--- src/sv/pcsc_pkg.sv ---
// Shared types, constants and helper functions for the pixel color space converter.
// No dependencies; every other file of the block imports this package.

package pcsc_pkg;

    // Operating modes of the converter, as written to the mode register.
    typedef enum logic [2:0] {
        MODE_YCBCR    = 3'd0,
        MODE_Y_GREY   = 3'd1,
        MODE_CB_GREY  = 3'd2,
        MODE_CR_GREY  = 3'd3,
        MODE_TO_RGB   = 3'd4
    } mode_t;

    localparam int MODE_W = 3;
    localparam int BYTE_W = 8;

    // Conversion weights in units of 1/10000.
    localparam longint K_YR  = 2990;
    localparam longint K_YG  = 5870;
    localparam longint K_YB  = 1140;
    localparam longint K_CB  = 5643;
    localparam longint K_CR  = 7132;
    localparam longint K_RCR = 14020;
    localparam longint K_GCR = 7140;
    localparam longint K_GCB = 3340;
    localparam longint K_BCB = 17720;

    // Advance enables for the four pipeline stages.
    typedef struct packed {
        logic st1;
        logic st2;
        logic st3;
        logic st4;
    } pipe_en_t;

    // Weight in 1/10000 units turned into a fixed-point coefficient with fb fraction
    // bits, rounded to nearest with halves rounded up.
    function automatic longint coef_q(input longint k, input int fb);
        return (k * (longint'(1) << fb) + 64'sd5000) / 64'sd10000;
    endfunction

    // Saturate a floored signed value (integer part, 12 bits) to the range 0..255.
    function automatic logic [7:0] sat_u8(input logic [11:0] v);
        logic [7:0] res;
        if (v[11]) begin
            res = 8'd0;
        end else if (|v[10:8]) begin
            res = 8'hFF;
        end else begin
            res = v[7:0];
        end
        return res;
    endfunction

endpackage

--- src/sv/pcsc_front.sv ---
// Front half of the converter pipeline: coefficient products (stage 1) and their sums (stage 2).
// Forms the fixed-point luma for the forward path and the full sums of the inverse path.
// Depends on pcsc_pkg.

module pcsc_front
    import pcsc_pkg::*;
#(
    parameter int COEF_FRAC_BITS = 16
) (
    input  logic                          aclk,
    input  pipe_en_t                      en,
    input  logic [7:0]                    in_slot0,
    input  logic [7:0]                    in_slot1,
    input  logic [7:0]                    in_slot2,
    output logic [COEF_FRAC_BITS+8:0]     yq,
    output logic [7:0]                    blue,
    output logic [7:0]                    red,
    output logic signed [COEF_FRAC_BITS+11:0] r_sum,
    output logic signed [COEF_FRAC_BITS+11:0] g_sum,
    output logic signed [COEF_FRAC_BITS+11:0] b_sum
);

    localparam int F  = COEF_FRAC_BITS;
    localparam int SW = F + 12;

    localparam logic [F-1:0] C_YR  = F'(coef_q(K_YR, F));
    localparam logic [F-1:0] C_YG  = F'(coef_q(K_YG, F));
    localparam logic [F-1:0] C_YB  = F'(coef_q(K_YB, F));
    localparam logic [F:0]   C_RCR = (F+1)'(coef_q(K_RCR, F));
    localparam logic [F:0]   C_GCR = (F+1)'(coef_q(K_GCR, F));
    localparam logic [F:0]   C_GCB = (F+1)'(coef_q(K_GCB, F));
    localparam logic [F:0]   C_BCB = (F+1)'(coef_q(K_BCB, F));

    // Stage 1 registers.
    logic [F+7:0]         pyr_reg, pyg_reg, pyb_reg;
    logic signed [F+10:0] prcr_reg, pgcr_reg, pgcb_reg, pbcb_reg;
    logic [7:0]           s0_1_reg, s1_1_reg, s2_1_reg;

    // Stage 2 registers.
    logic [F+8:0]         yq_reg;
    logic signed [SW-1:0] r_sum_reg, g_sum_reg, b_sum_reg;
    logic [7:0]           s0_2_reg, s2_2_reg;

    logic signed [8:0]    dcr, dcb;
    logic signed [F+10:0] prcr_next, pgcr_next, pgcb_next, pbcb_next;
    logic [F+8:0]         yq_next;
    logic signed [SW-1:0] y_base;
    logic signed [SW-1:0] r_sum_next, g_sum_next, b_sum_next;

    // Stage 1: chroma offsets and all products.
    always_comb begin
        dcr       = $signed({1'b0, in_slot0}) - 9'sd128;
        dcb       = $signed({1'b0, in_slot2}) - 9'sd128;
        prcr_next = $signed({1'b0, C_RCR}) * dcr;
        pgcr_next = $signed({1'b0, C_GCR}) * dcr;
        pgcb_next = $signed({1'b0, C_GCB}) * dcb;
        pbcb_next = $signed({1'b0, C_BCB}) * dcb;
    end

    always_ff @(posedge aclk) begin
        if (en.st1) begin
            pyr_reg  <= C_YR * in_slot2;
            pyg_reg  <= C_YG * in_slot1;
            pyb_reg  <= C_YB * in_slot0;
            prcr_reg <= prcr_next;
            pgcr_reg <= pgcr_next;
            pgcb_reg <= pgcb_next;
            pbcb_reg <= pbcb_next;
            s0_1_reg <= in_slot0;
            s1_1_reg <= in_slot1;
            s2_1_reg <= in_slot2;
        end
    end

    // Stage 2: luma sum and the three inverse sums.
    always_comb begin
        yq_next    = (F+9)'(pyr_reg) + (F+9)'(pyg_reg) + (F+9)'(pyb_reg);
        y_base     = $signed(SW'({s1_1_reg, {F{1'b0}}}));
        r_sum_next = y_base + SW'(prcr_reg);
        g_sum_next = y_base - SW'(pgcr_reg) - SW'(pgcb_reg);
        b_sum_next = y_base + SW'(pbcb_reg);
    end

    always_ff @(posedge aclk) begin
        if (en.st2) begin
            yq_reg    <= yq_next;
            r_sum_reg <= r_sum_next;
            g_sum_reg <= g_sum_next;
            b_sum_reg <= b_sum_next;
            s0_2_reg  <= s0_1_reg;
            s2_2_reg  <= s2_1_reg;
        end
    end

    assign yq    = yq_reg;
    assign blue  = s0_2_reg;
    assign red   = s2_2_reg;
    assign r_sum = r_sum_reg;
    assign g_sum = g_sum_reg;
    assign b_sum = b_sum_reg;

endmodule

--- src/sv/pcsc_back.sv ---
// Back half of the converter pipeline: chroma products (stage 3) and final rounding,
// saturation and mode selection into the output register (stage 4).
// Depends on pcsc_pkg.

module pcsc_back
    import pcsc_pkg::*;
#(
    parameter int COEF_FRAC_BITS = 16
) (
    input  logic                              aclk,
    input  pipe_en_t                          en,
    input  logic [MODE_W-1:0]                 mode,
    input  logic [COEF_FRAC_BITS+8:0]         yq,
    input  logic [7:0]                        blue,
    input  logic [7:0]                        red,
    input  logic signed [COEF_FRAC_BITS+11:0] r_sum,
    input  logic signed [COEF_FRAC_BITS+11:0] g_sum,
    input  logic signed [COEF_FRAC_BITS+11:0] b_sum,
    output logic [7:0]                        out_slot0,
    output logic [7:0]                        out_slot1,
    output logic [7:0]                        out_slot2
);

    localparam int F  = COEF_FRAC_BITS;
    localparam int QW = 2 * F + 12;

    localparam logic [F-1:0]  C_CB = F'(coef_q(K_CB, F));
    localparam logic [F-1:0]  C_CR = F'(coef_q(K_CR, F));
    localparam logic [QW-1:0] HALF = QW'(1) << (2 * F + 7);

    // Stage 3 registers.
    logic signed [F+10:0] pcb_hi_reg, pcr_hi_reg;
    logic [2*F-1:0]       pcb_lo_reg, pcr_lo_reg;
    logic [7:0]           y_byte_reg;
    logic [7:0]           inv_r_reg, inv_g_reg, inv_b_reg;

    // Stage 4 (output) registers.
    logic [7:0] slot0_reg, slot1_reg, slot2_reg;

    logic [8:0]           y_hi;
    logic [F-1:0]         y_lo;
    logic signed [9:0]    db, dr;
    logic signed [F+10:0] pcb_hi_next, pcr_hi_next;
    logic signed [QW-1:0] cbq, crq;
    logic [7:0]           cb_byte, cr_byte;
    logic [7:0]           slot0_next, slot1_next, slot2_next;

    // Stage 3: split luma into integer and fraction so each product stays narrow.
    always_comb begin
        y_hi        = yq[F+8:F];
        y_lo        = yq[F-1:0];
        db          = $signed({2'b00, blue}) - $signed({1'b0, y_hi});
        dr          = $signed({2'b00, red}) - $signed({1'b0, y_hi});
        pcb_hi_next = $signed({1'b0, C_CB}) * db;
        pcr_hi_next = $signed({1'b0, C_CR}) * dr;
    end

    always_ff @(posedge aclk) begin
        if (en.st3) begin
            pcb_hi_reg <= pcb_hi_next;
            pcr_hi_reg <= pcr_hi_next;
            pcb_lo_reg <= C_CB * y_lo;
            pcr_lo_reg <= C_CR * y_lo;
            y_byte_reg <= sat_u8({3'b000, y_hi});
            inv_r_reg  <= sat_u8(r_sum[F+11:F]);
            inv_g_reg  <= sat_u8(g_sum[F+11:F]);
            inv_b_reg  <= sat_u8(b_sum[F+11:F]);
        end
    end

    // Stage 4: reassemble chroma, floor and saturate.
    always_comb begin
        cbq = $signed({pcb_hi_reg[F+10], pcb_hi_reg, {F{1'b0}}})
            - $signed({12'd0, pcb_lo_reg}) + $signed(HALF);
        crq = $signed({pcr_hi_reg[F+10], pcr_hi_reg, {F{1'b0}}})
            - $signed({12'd0, pcr_lo_reg}) + $signed(HALF);
        cb_byte = sat_u8(cbq[QW-1:2*F]);
        cr_byte = sat_u8(crq[QW-1:2*F]);
    end

    // Output selection by mode; unused mode codes give zero bytes.
    always_comb begin
        unique case (mode)
            MODE_YCBCR: begin
                slot0_next = cr_byte;
                slot1_next = y_byte_reg;
                slot2_next = cb_byte;
            end
            MODE_Y_GREY: begin
                slot0_next = y_byte_reg;
                slot1_next = y_byte_reg;
                slot2_next = y_byte_reg;
            end
            MODE_CB_GREY: begin
                slot0_next = cb_byte;
                slot1_next = cb_byte;
                slot2_next = cb_byte;
            end
            MODE_CR_GREY: begin
                slot0_next = cr_byte;
                slot1_next = cr_byte;
                slot2_next = cr_byte;
            end
            MODE_TO_RGB: begin
                slot0_next = inv_b_reg;
                slot1_next = inv_g_reg;
                slot2_next = inv_r_reg;
            end
            default: begin
                slot0_next = 8'd0;
                slot1_next = 8'd0;
                slot2_next = 8'd0;
            end
        endcase
    end

    always_ff @(posedge aclk) begin
        if (en.st4) begin
            slot0_reg <= slot0_next;
            slot1_reg <= slot1_next;
            slot2_reg <= slot2_next;
        end
    end

    assign out_slot0 = slot0_reg;
    assign out_slot1 = slot1_reg;
    assign out_slot2 = slot2_reg;

endmodule

--- src/sv/pixel_color_space_converter_core.sv ---
// Pixel color space converter: RGB to YCbCr, grey planes, and YCbCr back to RGB.
// A request accepted into stage 1 moves through stages 2, 3 and 4 and is then valid on the
// m_ side. Throughput is one pixel per cycle unless m_tready stalls it, set by the four-stage
// multiply/add pipeline. Each stage holds its data under stall and takes a new request
// whenever it is empty. Reset (aresetn low, synchronous) empties the pipeline, holds
// s_tready low and sets mode to 0.
// Depends on pcsc_pkg, pcsc_front and pcsc_back.

module pixel_color_space_converter_core
    import pcsc_pkg::*;
#(
    parameter int COEF_FRAC_BITS = 16
) (
    input  logic        aclk,
    input  logic        aresetn,
    input  logic        cfg_wr_en,
    input  logic [2:0]  cfg_wr_data,   // mode
    input  logic        s_tvalid,
    output logic        s_tready,
    input  logic [23:0] s_tdata,       // in_slot0 [7:0], in_slot1 [15:8], in_slot2 [23:16]
    output logic        m_tvalid,
    input  logic        m_tready,
    output logic [23:0] m_tdata        // out_slot0 [7:0], out_slot1 [15:8], out_slot2 [23:16]
);

    localparam int F = COEF_FRAC_BITS;

    logic [MODE_W-1:0] mode_reg, mode_next;
    logic v1_reg, v2_reg, v3_reg, v4_reg;
    logic v1_next, v2_next, v3_next, v4_next;
    pipe_en_t en;

    logic [F+8:0]          yq;
    logic [7:0]            blue, red;
    logic signed [F+11:0]  r_sum, g_sum, b_sum;
    logic [7:0]            out_slot0, out_slot1, out_slot2;

    // Mode register; the user must write it only while the pipeline is empty, the block does not enforce this.
    assign mode_next = cfg_wr_en ? cfg_wr_data : mode_reg;

    always_ff @(posedge aclk) begin
        if (!aresetn) begin
            mode_reg <= MODE_YCBCR;
        end else begin
            mode_reg <= mode_next;
        end
    end

    // A stage advances when it is empty or the stage after it advances.
    always_comb begin
        en.st4 = !v4_reg || m_tready;
        en.st3 = !v3_reg || en.st4;
        en.st2 = !v2_reg || en.st3;
        en.st1 = !v1_reg || en.st2;
    end

    // No request is taken while reset is held.
    assign s_tready = en.st1 && aresetn;

    always_comb begin
        v1_next = en.st1 ? s_tvalid : v1_reg;
        v2_next = en.st2 ? v1_reg   : v2_reg;
        v3_next = en.st3 ? v2_reg   : v3_reg;
        v4_next = en.st4 ? v3_reg   : v4_reg;
    end

    always_ff @(posedge aclk) begin
        if (!aresetn) begin
            v1_reg <= 1'b0;
            v2_reg <= 1'b0;
            v3_reg <= 1'b0;
            v4_reg <= 1'b0;
        end else begin
            v1_reg <= v1_next;
            v2_reg <= v2_next;
            v3_reg <= v3_next;
            v4_reg <= v4_next;
        end
    end

    // Products and sums.
    pcsc_front #(
        .COEF_FRAC_BITS (COEF_FRAC_BITS)
    ) u_front (
        .aclk      (aclk),
        .en        (en),
        .in_slot0  (s_tdata[7:0]),
        .in_slot1  (s_tdata[15:8]),
        .in_slot2  (s_tdata[23:16]),
        .yq        (yq),
        .blue      (blue),
        .red       (red),
        .r_sum     (r_sum),
        .g_sum     (g_sum),
        .b_sum     (b_sum)
    );

    // Chroma, saturation and output register.
    pcsc_back #(
        .COEF_FRAC_BITS (COEF_FRAC_BITS)
    ) u_back (
        .aclk      (aclk),
        .en        (en),
        .mode      (mode_reg),
        .yq        (yq),
        .blue      (blue),
        .red       (red),
        .r_sum     (r_sum),
        .g_sum     (g_sum),
        .b_sum     (b_sum),
        .out_slot0 (out_slot0),
        .out_slot1 (out_slot1),
        .out_slot2 (out_slot2)
    );

    assign m_tvalid = v4_reg;
    assign m_tdata  = {out_slot2, out_slot1, out_slot0};

endmodule

--- config.mk ---
export PLATFORM = sky130hd
export DESIGN_NAME = pixel_color_space_converter_core
export DESIGN_NICKNAME = d
export VERILOG_FILES = /design/src/sv/pcsc_pkg.sv /design/src/sv/pcsc_front.sv /design/src/sv/pcsc_back.sv /design/src/sv/pixel_color_space_converter_core.sv
export SDC_FILE = /design/constraint.sdc
export NUM_CORES = 2
export LEC_CHECK = 0
export BUFFER_PORTS_ARGS = -buffer_cell sky130_fd_sc_hd__buf_2
export CORE_MARGIN = 2
export CORE_UTILIZATION = 40
export CTS_CLUSTER_SIZE = 14
export DETAILED_ROUTE_END_ITERATION = 10
export SETUP_SLACK_MARGIN = 0.3
export SLEW_MARGIN = 15
export SYNTH_ARGS = -nofsm -noshare
export SYNTH_HDL_FRONTEND = slang
export SYNTH_HIERARCHICAL = 1
export SYNTH_SLANG_ARGS = --single-unit
export TNS_END_PERCENT = 50
--- constraint.sdc ---
create_clock -name aclk -period 13.3 [get_ports aclk]
set_clock_uncertainty 0.15 [all_clocks]
set_input_delay 2.66 -clock aclk [delete_from_list [all_inputs] [get_ports aclk]]
set_output_delay 2.66 -clock aclk [all_outputs]
set_load 0.05 [all_outputs]
# After elaboration in Yosys (flattened, before gate mapping)

Index checks and enable logic that the tools add are counted.

Output and inout bits: 26
Input bits: 32
Logic and storage cells: 89
Flip-flop bits (word level): 495

Multiplexer cells: 10
Reduce and logical (&&, ||, !) cells: 18
$mul: 11
Equal/unequal tests: 4
$add $sub $neg: 14

Operators with widths:

| operator                                                             | number |
|---|---|
| 8-bit case mux with 4 select lines                                   | 3 |
| 44-bit by 41-bit adder with 44-bit output, second input constant     | 2 |
| 43-bit by 33-bit subtractor with 44-bit output                       | 2 |
| 25-bit by 27-bit adder with 28-bit output                            | 2 |
| 8-bit 2-to-1 mux                                                     | 7 |
| 17-bit by 9-bit multiplier with 26-bit output, first input constant  | 2 |
| 15-bit by 8-bit multiplier with 23-bit output, first input constant  | 2 |
| 15-bit by 16-bit multiplier with 31-bit output, first input constant | 1 |
| 14-bit by 16-bit multiplier with 30-bit output, first input constant | 1 |
| 27-bit by 25-bit subtractor with 28-bit output                       | 1 |
| 18-bit by 9-bit multiplier with 27-bit output, first input constant  | 1 |
| 25-bit by 26-bit subtractor with 27-bit output                       | 1 |
| 16-bit by 10-bit multiplier with 26-bit output, first input constant | 1 |
| 23-bit by 24-bit adder with 25-bit output                            | 1 |
| 25-bit by 21-bit adder with 25-bit output                            | 1 |
| 15-bit by 10-bit multiplier with 25-bit output, first input constant | 1 |
| 16-bit by 9-bit multiplier with 25-bit output, first input constant  | 1 |
| 13-bit by 8-bit multiplier with 21-bit output, first input constant  | 1 |
| 8-bit by 9-bit subtractor with 10-bit output                         | 2 |
| 8-bit by 8-bit subtractor with 9-bit output, second input constant   | 2 |
| 3-bit OR reduction                                                   | 5 |
| 3-bit by 2-bit == test with 1-bit output, second input constant      | 2 |
| 2-bit OR reduction                                                   | 3 |
| 1-bit logical NOT                                                    | 4 |
| 5 further kinds                                                      | 8 |

# Logic depth before layout (Yosys ltp)

Depth after elaboration: 6
Gate-level depth with buffers: 32
Mapped depth without buffers: 32

# Cells and area by module

Netlist, hierarchy kept.

By module, submodules not included:

| module                           | cells each | sequential area each (um^2) | instances | area each (um^2) |
|---|---|---|---|---|
| pcsc_front                       | 2328       | 8678.3                      | 1         | 26467.9 |
| pcsc_back                        | 2077       | 5014.8                      | 1         | 21510.6 |
| pixel_color_space_converter_core | 28         | 140.1                       | 1         | 284.0 |

# Worst setup path before layout

Ideal clock, no wire load.

Path kind: in2reg
From: input port s_tdata[7]
To: register u_front/pgcr_reg[25] (netlist name)
Setup time: 0.269 ns
Stages on the path: 16
Setup slack: 5.620 ns
Path buffers: 1
Data required time: 12.881 ns
Arrival: 7.261 ns
Path through: clkbuf_1 > clkinv_1 > ha_1 > inv_1 > ha_1 > fa_1 > fa_1 > ha_1 > ha_1 > o21a_1 > o21ai_0 > o31ai_4 > a211oi_1 > o41ai_1 > a21oi_1 > xnor2_1

Word-level cells in the longest chain between the ends: 2

Ends and longest elaborated chain:

| item                                          | RTL line                               | source |
|---|---|---|
| from (decl)                                   | pixel_color_space_converter_core.sv:20 | `input logic [23:0] s_tdata,` |
| 8-bit by 8-bit subtractor with 9-bit output   | pcsc_front.sv:52                       | `dcr = $signed({1'b0, in_slot0}) - 9'sd128;` |
| 17-bit by 9-bit multiplier with 26-bit output | pcsc_front.sv:55                       | `pgcr_next = $signed({1'b0, C_GCR}) * dcr;` |
| named net u_front.pgcr_next[25]               | pcsc_front.sv:45                       | `logic signed [F+10:0] prcr_next, pgcr_next, pgcb_next, pbcb_next;` |

The timed path passes the listed nets, and every way through them passes these cells.
A chain may end at the register's enable or synchronous reset.

# Worst setup path in the final report

From: input port s_tdata[7]
To: register u_front/pgcr_reg[25] (netlist name)

Word-level cells in the longest chain between the ends: 2

Ends and longest elaborated chain:

| item                                          | RTL line |
|---|---|
| 8-bit by 8-bit subtractor with 9-bit output   | pcsc_front.sv:52 |
| 17-bit by 9-bit multiplier with 26-bit output | pcsc_front.sv:55 |
| named net u_front.pgcr_next[25]               | pcsc_front.sv:45 |

The timed path passes the listed nets, and every way through them passes these cells.

==> results.md <==
* Grt met2 use at between 20% and 30%
* Final Max Tran Viols at 0
* Hold Crit Class: register to register
* Initial antenna violation count at 7
* Worst hold path stage count at 0
* Post-CTS Hold Buffers at 0
* Share of the clock period used by the worst path after layout at 64.0%
* Area grow syn2layout at 8.12%
* Initial Util at 40.2%
* Reg2Reg Setup Slack at 5.25 ns
* WP data arrival at 8.68 ns
* Row Count at roughly 120
* Final Hold Viols at 0
* Setup total negative slack at 0 ns
* Crit path max fanout at 19
* GRT met1 Usage at approximately 25%
* Clock insertion delay at the later pin of the skew report at 0.63 ns
* Die ar. at 118000 µm²
* Die height at 343 µm
* DP HPWL at around 85000 µm
* Initial DRC count at 1498
* Overall routing resource usage at about 17%
* Number of setup buffers added after CTS at 0
* RSZ-0062 raised after global routing: false
* CTS-repair resized insts at 0
* Final Hold Slack at 0.271 ns
* Worst reg2reg path depth at 28
* Period minus WS final at 8.51 ns
* Worst Hold End: u_front/blue[3]
* Syn. warnings at 6
* Cell Count, Final, Fillers Out at between 5k and 6k
* Synth Cell Area at around 46000 µm²
* Crit start category: input pin
* RD Place Congestion at between 0.8 and 0.9
* First-pass GRT wire length at 162000 µm
* Req. time, crit path at between 10 and 15 ns
* Synthesized Nets at 5726
* Syn Inst Count at about 4.3k
* Largest net degree at the start of global routing at 80
* Antenna-violating nets left at 0
* Buffers on Ports at 57
* Placed insts at just under 6k
* Clock slew at reported path FFs at 0.07 ns
* CTS Buf Count at 45
* Grt ovf at 0
* CTS H-Tree Depth at 2
* Root buf cell: clkbuf_16
* Worst r2r src: u_front/yq[17]
* Filler Cell Count at 10.9k
* Max-slew headroom at 29.3%
* Io pins at 58
* Clock sink total at 402
* Number of remaining DRC errors at 0
* Per-cell routed wire length at between 15 and 20 µm
* Core footprint at 114000 µm²
* Syn_area_per_cell at 10.7 µm²
* Met3 usage at 2.58%
* Final number of setup-violating endpoints at 0
* WL final at 102000 µm
* Worst r2r dst: u_back/pcr_hi_reg[26]
* Vias per cell at 5.08
* Status: complete, no violations
* Vias in the first global route at 30.2k
* Top Usage Layer GRT: met2
* Share of layout cells above drive strength 1 at about 4.5%
* Final nets at 5825
* Fmax at 117 MHz
* DRT Pass-1 Iters at 5
* TritonCTS clock tree: done
* Clock buffer depth at 3
* Vias at 30.2k
* Die X-Extent at 343 µm
* Tightest Pin Transition at 1.06 ns
* CP endpoint kind: register
* Kind of critical path: input pin to register
* Max cap viols at 0
* Worst hold start: u_front/s0_1_reg[3]
routing by layer:
layer  vias to the layer above  routed length [µm]
li1                      15000                   -
met1                     14600               48600
met2                       467               46800
met3                       108                4610
met4                        10                1760
met5                         -                  56
worst max-delay path, cell delays in order:
cell and delay (ns):
buf_2 0.49, clkinv_1 0.82, ha_1 0.62, inv_1 0.31
ha_1 0.35, fa_1 0.53, fa_1 0.49, ha_1 0.31
ha_1 0.32, o21a_1 0.15, o21ai_0 0.17, o31ai_4 0.36
a211oi_1 0.14, o41ai_1 0.59, a21oi_1 0.17, xnor2_1 0.16
worst max-delay path by stage:
stage / from / to / slack [ns] / cells after the start
2_1_floorplan: s_tdata[7] / u_front/pgcr_reg[25] / 5.62 / 16
6_report: s_tdata[7] / u_front/pgcr_reg[25] / 4.79 / 16
5_1_grt: s_tdata[7] / u_front/pgcr_reg[25] / 4.38 / 16
3_3_place_gp: s_tdata[7] / u_front/pgcr_reg[25] / 4.35 / 16
4_1_cts: s_tdata[7] / u_front/pgcr_reg[25] / 4.83 / 16
3_5_place_dp: s_tdata[7] / u_front/pgcr_reg[25] / 4.16 / 16
metrics by stage:
stage / setup slack [ns] / area, µm² / utilization, %
detailed placement: 4.16 / 48200 / 42.2
global route: 4.38 / 49700 / 43.5
CTS: 4.83 / 49700 / 43.5
global placement: 4.35 / 48200 / 42.2
floorplan: 5.62 / 45900 / -
finish: 4.79 / 49700 / 43.5
layout by cell type (no fill, tap or decap), drive strengths merged, types with 21 or more instances in the layout:
| cell | count |
|---|---|
| a211oi | 40 |
| a21o | 76 |
| a21oi | 183 |
| a31oi | 24 |
| and3 | 22 |
| buf | 77 |
| clkbuf | 53 |
| clkinv | 21 |
| edfxtp | 395 |
| fa | 388 |
| ha | 1009 |
| inv | 812 |
| nand2 | 130 |
| nand2b | 24 |
| nand3 | 37 |
| nor2 | 244 |
| nor2b | 47 |
| nor3 | 65 |
| o21a | 46 |
| o21ai | 150 |
| o21bai | 22 |
| or3 | 21 |
| xnor2 | 170 |
| xor2 | 80 |
cell type report:
| cell class | count | area [µm²] | area share, % |
|---|---|---|---|
| tap | 1512 | 1890 | 3.81 |
| clock inverter | 29 | 349 | 0.703 |
| sequential | 402 | 12000 | 24.2 |
| antenna | 1 | 2.50 | 0.00504 |
| inverter | 811 | 3050 | 6.14 |
| multi-input combinational | 3059 | 30800 | 62.0 |
| clock buffer | 53 | 1160 | 2.33 |
| timing repair buffer | 77 | 435 | 0.877 |
Power is not shown: default switching activity piles up to over one toggle a cycle in this logic, so the estimate is an artifact.
